--- config.mk ---
export PLATFORM = sky130hd
export DESIGN_NAME = bounded_set_table_core
export DESIGN_NICKNAME = d
export VERILOG_FILES = /design/src/design/bst_pkg.sv /design/src/design/bounded_set_table_core.sv /design/src/design/bst_store.sv /design/src/design/bst_ctrl.sv
export SDC_FILE = /design/constraint.sdc
export NUM_CORES = 1
export LEC_CHECK = 0
export BUFFER_PORTS_ARGS = -buffer_cell sky130_fd_sc_hd__buf_2
export CELL_PAD_IN_SITES_DETAIL_PLACEMENT = 1
export CELL_PAD_IN_SITES_GLOBAL_PLACEMENT = 2
export CORE_MARGIN = 5
export CORE_UTILIZATION = 46
export DETAILED_ROUTE_END_ITERATION = 8
export PLACE_DENSITY = 0.9
export RECOVER_POWER = 50
export SYNTH_ARGS = -nofsm -noshare
export SYNTH_HDL_FRONTEND = slang
export SYNTH_SLANG_ARGS = --single-unit
export TNS_END_PERCENT = 10
--- constraint.sdc ---
create_clock -name clk -period 5.4 [get_ports clk]
set_input_delay 1.08 -clock clk [delete_from_list [all_inputs] [get_ports clk]]
set_output_delay 1.08 -clock clk [all_outputs]
set_load 0.05 [all_outputs]
--- src/design/bst_pkg.sv ---
// Shared types, sizes and codes for the bounded set table.
`timescale 1ns / 1ps
`default_nettype none

package bst_pkg;

  localparam int CAPACITY = 16;
  localparam int ADDR_W   = $clog2(CAPACITY);
  localparam int IDX_W    = $clog2(CAPACITY + 1);
  localparam int ELEM_W   = 32;
  localparam int CMD_W    = 2;
  localparam int STATUS_W = 2;
  localparam int COUNT_W  = 5;

  // Index value that marks the end of a chain.
  localparam logic [IDX_W-1:0] NONE_IDX = IDX_W'(CAPACITY);

  localparam logic [CMD_W-1:0] CMD_INSERT = 2'd0;
  localparam logic [CMD_W-1:0] CMD_REMOVE = 2'd1;
  localparam logic [CMD_W-1:0] CMD_SEARCH = 2'd2;

  localparam logic [STATUS_W-1:0] ST_OK   = 2'd0;
  localparam logic [STATUS_W-1:0] ST_MISS = 2'd1;
  localparam logic [STATUS_W-1:0] ST_FULL = 2'd2;

  typedef struct packed {
    logic [CMD_W-1:0]   cmd;
    logic signed [ELEM_W-1:0] element;
  } cmd_item_t;

  typedef struct packed {
    logic [STATUS_W-1:0] status;
    logic [COUNT_W-1:0]  count;
    logic                is_empty;
  } res_item_t;

  typedef struct packed {
    logic              rd_en;
    logic [ADDR_W-1:0] rd_addr;
    logic              val_we;
    logic [ADDR_W-1:0] val_addr;
    logic [ELEM_W-1:0] val_wdata;
    logic              link_we;
    logic [ADDR_W-1:0] link_addr;
    logic [IDX_W-1:0]  link_wdata;
  } store_req_t;

endpackage

`default_nettype wire

--- src/design/bounded_set_table_core.sv ---
// Bounded set table top level: command channel, result register and slot store.
`timescale 1ns / 1ps
`default_nettype none

// Usage:
//   cmd channel (cmd_valid/cmd_ready/cmd_item) takes one command item: insert,
//   remove or search of a 32-bit element. res channel (res_valid/res_ready/
//   res_item) returns exactly one result item per command: status, element
//   count after the command and an empty flag.
//   One command is in work at a time. After acceptance the occupied chain is
//   walked one slot per cycle out of the slot memories (one read port), at most
//   CAPACITY slots per command; an insert or remove that changes the set then
//   passes through its update states (S_INS_A/S_INS_B or S_REM_A/S_REM_B)
//   before its result reaches the result register.
//   After reset the block rebuilds the free chain in the link memory and
//   holds cmd_ready low meanwhile; the set starts empty.
//   The result register decouples the receiver: while res_valid waits on
//   res_ready the next command is taken and walked; it only holds at its end
//   until the register frees up.

module bounded_set_table_core (
  input  wire logic                  clk,
  input  wire logic                  rst,
  input  wire logic                  cmd_valid,
  output logic                       cmd_ready,
  input  wire bst_pkg::cmd_item_t    cmd_item,
  output logic                       res_valid,
  input  wire logic                  res_ready,
  output bst_pkg::res_item_t         res_item
);
  import bst_pkg::*;

  store_req_t        req;
  logic [ELEM_W-1:0] rd_val;
  logic [IDX_W-1:0]  rd_link;
  logic              done_valid;
  logic              done_ready;
  res_item_t         done_item;

  bst_ctrl u_ctrl (
    .clk        (clk),
    .rst        (rst),
    .cmd_valid  (cmd_valid),
    .cmd_ready  (cmd_ready),
    .cmd_item   (cmd_item),
    .done_valid (done_valid),
    .done_ready (done_ready),
    .done_item  (done_item),
    .req        (req),
    .rd_val     (rd_val),
    .rd_link    (rd_link)
  );

  bst_store u_store (
    .clk     (clk),
    .req     (req),
    .rd_val  (rd_val),
    .rd_link (rd_link)
  );

  // Load a new result whenever the register is empty or being drained.
  assign done_ready = !res_valid || res_ready;

  always_ff @(posedge clk) begin
    if (rst) begin
      res_valid <= 1'b0;
    end else if (done_ready) begin
      res_valid <= done_valid;
    end
  end

  always_ff @(posedge clk) begin
    if (done_valid && done_ready) begin
      res_item <= done_item;
    end
  end

endmodule

`default_nettype wire

--- src/design/bst_store.sv ---
// Slot value and link memories, one read and one write per memory each cycle.
`timescale 1ns / 1ps
`default_nettype none

module bst_store (
  input  wire logic                     clk,
  input  wire bst_pkg::store_req_t      req,
  output logic [bst_pkg::ELEM_W-1:0]    rd_val,
  output logic [bst_pkg::IDX_W-1:0]     rd_link
);
  import bst_pkg::*;

  logic [ELEM_W-1:0] val_mem  [CAPACITY];
  logic [IDX_W-1:0]  link_mem [CAPACITY];

  always_ff @(posedge clk) begin
    if (req.val_we) begin
      val_mem[req.val_addr] <= req.val_wdata;
    end
    if (req.rd_en) begin
      rd_val <= val_mem[req.rd_addr];
    end
  end

  always_ff @(posedge clk) begin
    if (req.link_we) begin
      link_mem[req.link_addr] <= req.link_wdata;
    end
    if (req.rd_en) begin
      rd_link <= link_mem[req.rd_addr];
    end
  end

endmodule

`default_nettype wire

--- src/design/bst_ctrl.sv ---
// Command sequencer: chain walk, insert and remove updates, free chain build pass.
`timescale 1ns / 1ps
`default_nettype none

module bst_ctrl (
  input  wire logic                    clk,
  input  wire logic                    rst,
  input  wire logic                    cmd_valid,
  output logic                         cmd_ready,
  input  wire bst_pkg::cmd_item_t      cmd_item,
  output logic                         done_valid,
  input  wire logic                    done_ready,
  output bst_pkg::res_item_t           done_item,
  output bst_pkg::store_req_t          req,
  input  wire logic [bst_pkg::ELEM_W-1:0] rd_val,
  input  wire logic [bst_pkg::IDX_W-1:0]  rd_link
);
  import bst_pkg::*;

  typedef enum logic [7:0] {
    S_INIT   = 8'b0000_0001,
    S_IDLE   = 8'b0000_0010,
    S_WALK   = 8'b0000_0100,
    S_DECIDE = 8'b0000_1000,
    S_INS_A  = 8'b0001_0000,
    S_INS_B  = 8'b0010_0000,
    S_REM_A  = 8'b0100_0000,
    S_REM_B  = 8'b1000_0000
  } state_t;

  state_t state;
  state_t state_next;

  logic                done_pend;
  logic [CMD_W-1:0]    cmd_r;
  logic [ELEM_W-1:0]   elem_r;
  logic [IDX_W-1:0]    cur;
  logic [IDX_W-1:0]    prev;
  logic [IDX_W-1:0]    steps;
  logic [IDX_W-1:0]    steps_next;
  logic                found;
  logic [IDX_W-1:0]    hit_idx;
  logic [IDX_W-1:0]    hit_prev;
  logic [IDX_W-1:0]    hit_after;
  logic [IDX_W-1:0]    free_head;
  logic [IDX_W-1:0]    list_head;
  logic [IDX_W-1:0]    list_tail;
  logic [IDX_W-1:0]    held_count;
  logic [IDX_W-1:0]    init_idx;
  logic [STATUS_W-1:0] status_r;
  logic                accept;
  logic                match;
  logic                walk_more;

  assign cmd_ready  = (state == S_IDLE) && !done_pend;
  assign accept     = cmd_valid && cmd_ready;
  assign match      = (rd_val == elem_r);
  assign steps_next = steps + IDX_W'(1);
  assign walk_more  = (rd_link < NONE_IDX) && (steps_next < NONE_IDX);

  assign done_valid         = done_pend;
  assign done_item.status   = status_r;
  assign done_item.count    = COUNT_W'(held_count);
  assign done_item.is_empty = (held_count == '0);

  // Memory requests and next state.
  always_comb begin
    req            = '0;
    req.val_wdata  = elem_r;
    req.val_addr   = free_head[ADDR_W-1:0];
    state_next     = state;
    unique case (state)
      S_INIT: begin
        req.link_we    = 1'b1;
        req.link_addr  = init_idx[ADDR_W-1:0];
        req.link_wdata = init_idx + IDX_W'(1);
        if (init_idx == NONE_IDX - IDX_W'(1)) begin
          state_next = S_IDLE;
        end
      end
      S_IDLE: begin
        if (accept) begin
          req.rd_en   = 1'b1;
          req.rd_addr = list_head[ADDR_W-1:0];
          state_next  = (list_head < NONE_IDX) ? S_WALK : S_DECIDE;
        end
      end
      S_WALK: begin
        if (!match && walk_more) begin
          req.rd_en   = 1'b1;
          req.rd_addr = rd_link[ADDR_W-1:0];
        end else begin
          state_next = S_DECIDE;
        end
      end
      S_DECIDE: begin
        if (cmd_r == CMD_INSERT && !found && free_head < NONE_IDX) begin
          state_next = S_INS_A;
        end else if (cmd_r == CMD_REMOVE && found) begin
          state_next = S_REM_A;
        end else begin
          state_next = S_IDLE;
        end
      end
      S_INS_A: begin
        // Fetch the free successor, store the value, hook onto the old tail.
        req.rd_en      = 1'b1;
        req.rd_addr    = free_head[ADDR_W-1:0];
        req.val_we     = 1'b1;
        req.link_we    = (list_tail < NONE_IDX);
        req.link_addr  = list_tail[ADDR_W-1:0];
        req.link_wdata = free_head;
        state_next     = S_INS_B;
      end
      S_INS_B: begin
        req.link_we    = 1'b1;
        req.link_addr  = free_head[ADDR_W-1:0];
        req.link_wdata = NONE_IDX;
        state_next     = S_IDLE;
      end
      S_REM_A: begin
        req.link_we    = (hit_prev < NONE_IDX);
        req.link_addr  = hit_prev[ADDR_W-1:0];
        req.link_wdata = hit_after;
        state_next     = S_REM_B;
      end
      S_REM_B: begin
        req.link_we    = 1'b1;
        req.link_addr  = hit_idx[ADDR_W-1:0];
        req.link_wdata = free_head;
        state_next     = S_IDLE;
      end
      default: begin
        state_next = S_INIT;
      end
    endcase
  end

  always_ff @(posedge clk) begin
    if (rst) begin
      state      <= S_INIT;
      done_pend  <= 1'b0;
      init_idx   <= '0;
      free_head  <= '0;
      list_head  <= NONE_IDX;
      list_tail  <= NONE_IDX;
      held_count <= '0;
    end else begin
      state <= state_next;
      if (done_pend && done_ready) begin
        done_pend <= 1'b0;
      end
      unique case (state)
        S_INIT: begin
          init_idx <= init_idx + IDX_W'(1);
        end
        S_IDLE: begin
          if (accept) begin
            cmd_r  <= cmd_item.cmd;
            elem_r <= cmd_item.element;
            cur    <= list_head;
            prev   <= NONE_IDX;
            steps  <= '0;
            found  <= 1'b0;
          end
        end
        S_WALK: begin
          if (match) begin
            found     <= 1'b1;
            hit_idx   <= cur;
            hit_prev  <= prev;
            hit_after <= rd_link;
          end else if (walk_more) begin
            prev  <= cur;
            cur   <= rd_link;
            steps <= steps_next;
          end
        end
        S_DECIDE: begin
          priority if (cmd_r == CMD_INSERT) begin
            if (found) begin
              status_r  <= ST_MISS;
              done_pend <= 1'b1;
            end else if (free_head >= NONE_IDX) begin
              status_r  <= ST_FULL;
              done_pend <= 1'b1;
            end
          end else if (cmd_r == CMD_REMOVE) begin
            if (!found) begin
              status_r  <= ST_MISS;
              done_pend <= 1'b1;
            end
          end else if (cmd_r == CMD_SEARCH) begin
            status_r  <= found ? ST_OK : ST_MISS;
            done_pend <= 1'b1;
          end else begin
            status_r  <= ST_MISS;
            done_pend <= 1'b1;
          end
        end
        S_INS_A: begin
          if (list_head >= NONE_IDX) begin
            list_head <= free_head;
          end
          list_tail  <= free_head;
          held_count <= held_count + IDX_W'(1);
        end
        S_INS_B: begin
          free_head <= rd_link;
          status_r  <= ST_OK;
          done_pend <= 1'b1;
        end
        S_REM_A: begin
          if (hit_prev >= NONE_IDX) begin
            list_head <= hit_after;
          end
          if (hit_idx == list_tail) begin
            list_tail <= hit_prev;
          end
        end
        S_REM_B: begin
          free_head <= hit_idx;
          if (held_count != '0) begin
            held_count <= held_count - IDX_W'(1);
          end
          status_r  <= ST_OK;
          done_pend <= 1'b1;
        end
        default: begin
          init_idx <= '0;
        end
      endcase
    end
  end

`ifndef SYNTH
  a_count_bound: assert property (@(posedge clk) disable iff (rst)
    held_count <= NONE_IDX)
    else $error("held count above capacity");

  a_head_vs_count: assert property (@(posedge clk) disable iff (rst)
    (state == S_IDLE) |-> ((list_head >= NONE_IDX) == (held_count == '0)))
    else $error("list head and count disagree");

  a_walk_bound: assert property (@(posedge clk) disable iff (rst)
    (state == S_WALK) |-> (steps < NONE_IDX))
    else $error("chain walk ran past capacity");

  a_insert_has_slot: assert property (@(posedge clk) disable iff (rst)
    (state == S_INS_A) |-> (free_head < NONE_IDX && !found))
    else $error("insert without a free slot");

  a_remove_count: assert property (@(posedge clk) disable iff (rst)
    (state == S_REM_B) |=> (held_count == $past(held_count) - IDX_W'(1)))
    else $error("remove did not drop the count");
`endif

endmodule

`default_nettype wire
==> flow_summary.yaml <==
drt:
  vias: 18950
  ant_nets: 0
  first_pass_iters: 6
  wl_per_cell_um: 28.93
  routed_wl_um: 85450
  post-route-drc-count: 0
  drt_iter0_markers: 2201
  avgViaCountPerCell: 6.414
outcome:
  failed_checks: "capacitance limit, slew limit"
  status: "finished with violations"
worst_setup_path:
  r2r_setup_slack_ns: 0.33
  crit_type: "reg -> reg"
  cpPeakStageDelay_ns: 0.97
  required_ns: 5.86
  cp_slowest_cell: "nor4_1"
  cp_max_fo: 57
  rr_startpoint: "u_ctrl.elem_r[17]"
  worst_setup_path_end_kind: "register"
  start_kind: "register"
  path_cells: "xor2_1 -> nor4_1 -> nand4_1 -> o211ai_1 -> buf_4 -> buf_4 -> nand3_1 -> a311oi_1 -> a21oi_1 -> o211ai_1"
  cp.arrival_ns: 5.54
  crit_start: "u_ctrl.elem_r[17]"
yosys:
  yosysSeqAreaShare_pct: 75.00
  synth_edf_count: 704
  synth_area_per_cell_um2: 14.52
  synth-seq-cells: 739
  synth_warnings: 0
  synthDistinctLibCells: 65
  synth_ff_type: "edfxtp_1"
  synth-async-reset-ratio_pct: 0
  synth_fp_nets: 2051
  syn_inst: 2006
  syn-cell-area_um2: 29120
global_routing:
  gr-total-overflow: 0
  grt_use_met3_pct: 4.358
  grt_pass1_wl_um: 126500
  antenna_found_initial: 0
  grt_max_degree: 109
  use_met1_pct: 31.84
  grt.total_usage_pct: 24.56
  grt_most_used_layer: "met2"
  grt_pass1_vias: 20050
  grt_use_met2_pct: 41.84
die:
  dieArea_um2: 68440
  pin_count: 48
  start_util_pct: 46.33
  row_count: 92
  die_x_um: 261.6
  core_um2: 62850
  fp.dieH_um: 261.6
timing:
  finalMaxSlewViolations: 52
  fmax_ghz: 0.1971
  clock_skew_ns: 0.02639
  period_share_pct: 93.94
  setup_violations: 0
  rsz0062_at_grt: "no"
  hold_viol: 0
  fin_setup_tns_ns: 0
  worst_slew_pin_slew_ns: 2.675
  period_needed_ns: 5.073
  slew_headroom_pct: -79.00
cts:
  post_cts_resized: 0
  clockBufferDepth: 3
  root_buffer: "clkbuf_16"
  cts_tree: "built"
  cts_max_level: 3
  cts.clk_slew.worst_paths_ns: 0.06
  clk_latency_ns: 0.64
  cts_setup_buffers: 0
  hold_buffers: 0
  cts-buffers-inserted: 78
  cts.sink_count: 739
pwr:
  power_density_nw_per_um2: 354.1
  comb_power_share_pct: 1.6
  ir_drop_mv: 0.2557
  netSwitchingFraction_pct: 20.70
  pwr-share-clk_pct: 44.4
  p_sw_mw: 2.408
  p_seq_share_pct: 54.0
  leakage_nw: 10.42
  internal-power_mw: 9.224
finish:
  syn2layout_area_growth_pct: 12.81
  final_area_um2: 32850
  drive_above_1_share_pct: 11.01
  final_cell_mix: "edfxtp_1, nand2_1, nor2_1"
  mostFrequentLayoutCell: "edfxtp_1"
  num-nets-final: 2089
  num_antenna_cells: 0
placed_design:
  place.gp.congestion: 0.8265
  dp_hpwl_um: 47460
  place_area_um2: 30470
  port-buffer-count: 47
hold_path:
  hp-class: "reg -> reg"
  holdCritStartpoint: "u_ctrl.prev[1]"
job:
  max-cap-violations: 2
-- cell usage after synthesis (all sizes together) (6+ instances only) --
library cell / instances / area share (%)
edfxtp: 704 / 73
nand2: 278 / 3.6
nor2: 161 / 2.1
a221oi: 93 / 2.8
nand3: 80 / 1.4
buf: 74 / 1.5
clkbuf: 68 / 0.88
o21ai: 64 / 1.1
a31oi: 61 / 1.3
a21oi: 51 / 0.88
a311oi: 46 / 1.4
xor2: 40 / 1.2
a211oi: 39 / 1.0
a32oi: 35 / 1.1
dfxtp: 35 / 2.4
nor3: 23 / 0.45
a32o: 18 / 0.62
nor4: 13 / 0.33
mux2i: 12 / 0.41
and2: 8 / 0.17
nand2b: 8 / 0.17
o211ai: 8 / 0.21
xnor2: 8 / 0.24
a21o: 7 / 0.18
ha: 6 / 0.26
inv: 6 / 0.077
-- metal layers --
layer  share of wire (%)  up-vias
met5                   0        -
met4                 3.1        0
met3                 8.3      193
met2                  49      972
met1                  39     9854
li1                    -     7927
-- state kept, by name, summed over array words and instances (netlist names), 8 cells and up --
name,count
res_item,8
u_store.rd_val,32
u_ctrl.state,8
u_store.val_mem,512
u_store.link_mem,80
u_ctrl.elem_r,32
-- power groups by stage --
stage / clock, mW / combinational, mW / sequential [mW]
2_1_floorplan: 0 / 0.104 / 6.40
3_3_place_gp: 0 / 0.167 / 6.40
3_5_place_dp: 0 / 0.182 / 6.40
4_1_cts: 5.24 / 0.184 / 6.28
5_1_grt: 5.50 / 0.200 / 6.28
6_report: 5.16 / 0.186 / 6.28
-- stage by stage --
| stage | cells | worst slack, ns | util (%) | power [mW] | hold slack [ns] |
|---|---|---|---|---|---|
| 2_1_floorplan | 2006 | 1.308 | - | 6.499 | 0.4003 |
| 3_3_place_gp | 2810 | 0.9012 | 48.48 | 6.567 | 0.4034 |
| 3_5_place_dp | 2810 | 0.5687 | 48.48 | 6.584 | 0.4083 |
| 4_1_cts | 2954 | 0.4902 | 52.35 | 11.71 | 0.4186 |
| 5_1_grt | 2954 | 0.2362 | 52.27 | 11.98 | 0.4186 |
| 6_report | 2954 | 0.3273 | 52.27 | 11.63 | 0.4178 |
-- path summary, 6_finish.rpt --
kind	to	depth (start not counted)
max	u_store.rd_val[2]	10
min	u_ctrl.hit_prev[1]	0
max reg2reg	u_store.rd_val[2]	10
min reg2reg	u_ctrl.hit_prev[1]	0
-- critical path: cells and delay by family (launching register included) --
| family | cells | cell delay [ns] |
|---|---|---|
| xor+xnor | 1 | 0.25 |
| simple gates | 3 | 1.56 |
| flops | 1 | 0.61 |
| compound gates | 4 | 1.12 |
| buf+inv | 2 | 1.32 |
-- logic make-up (layout without fill, tap and decap cells) --
logic type / count (synthesis) / in the layout / synth area share (%)
flip-flops: 739 / 739 / 75.00
AND/OR/NAND/NOR: 605 / 605 / 9.036
AO/OA/AOI/OAI: 447 / 447 / 11.29
buffers and inverters: 148 / 250 / 2.488
XOR/XNOR: 48 / 48 / 1.444
multiplexers: 12 / 12 / 0.4125
adder cells (fa/ha/maj): 7 / 7 / 0.3265
-- layout make-up --
cell class              instances  area (um^2)
clock inverters                46        385.4
multi-input cells            1119         6765
clock buffers                  98         2048
repair buffers                100        729.5
inverters                       6        22.52
flip-flops and latches        739        21840
fillers                      6041        30000
well taps                     846         1059
(Power assumes the default switching activity.)
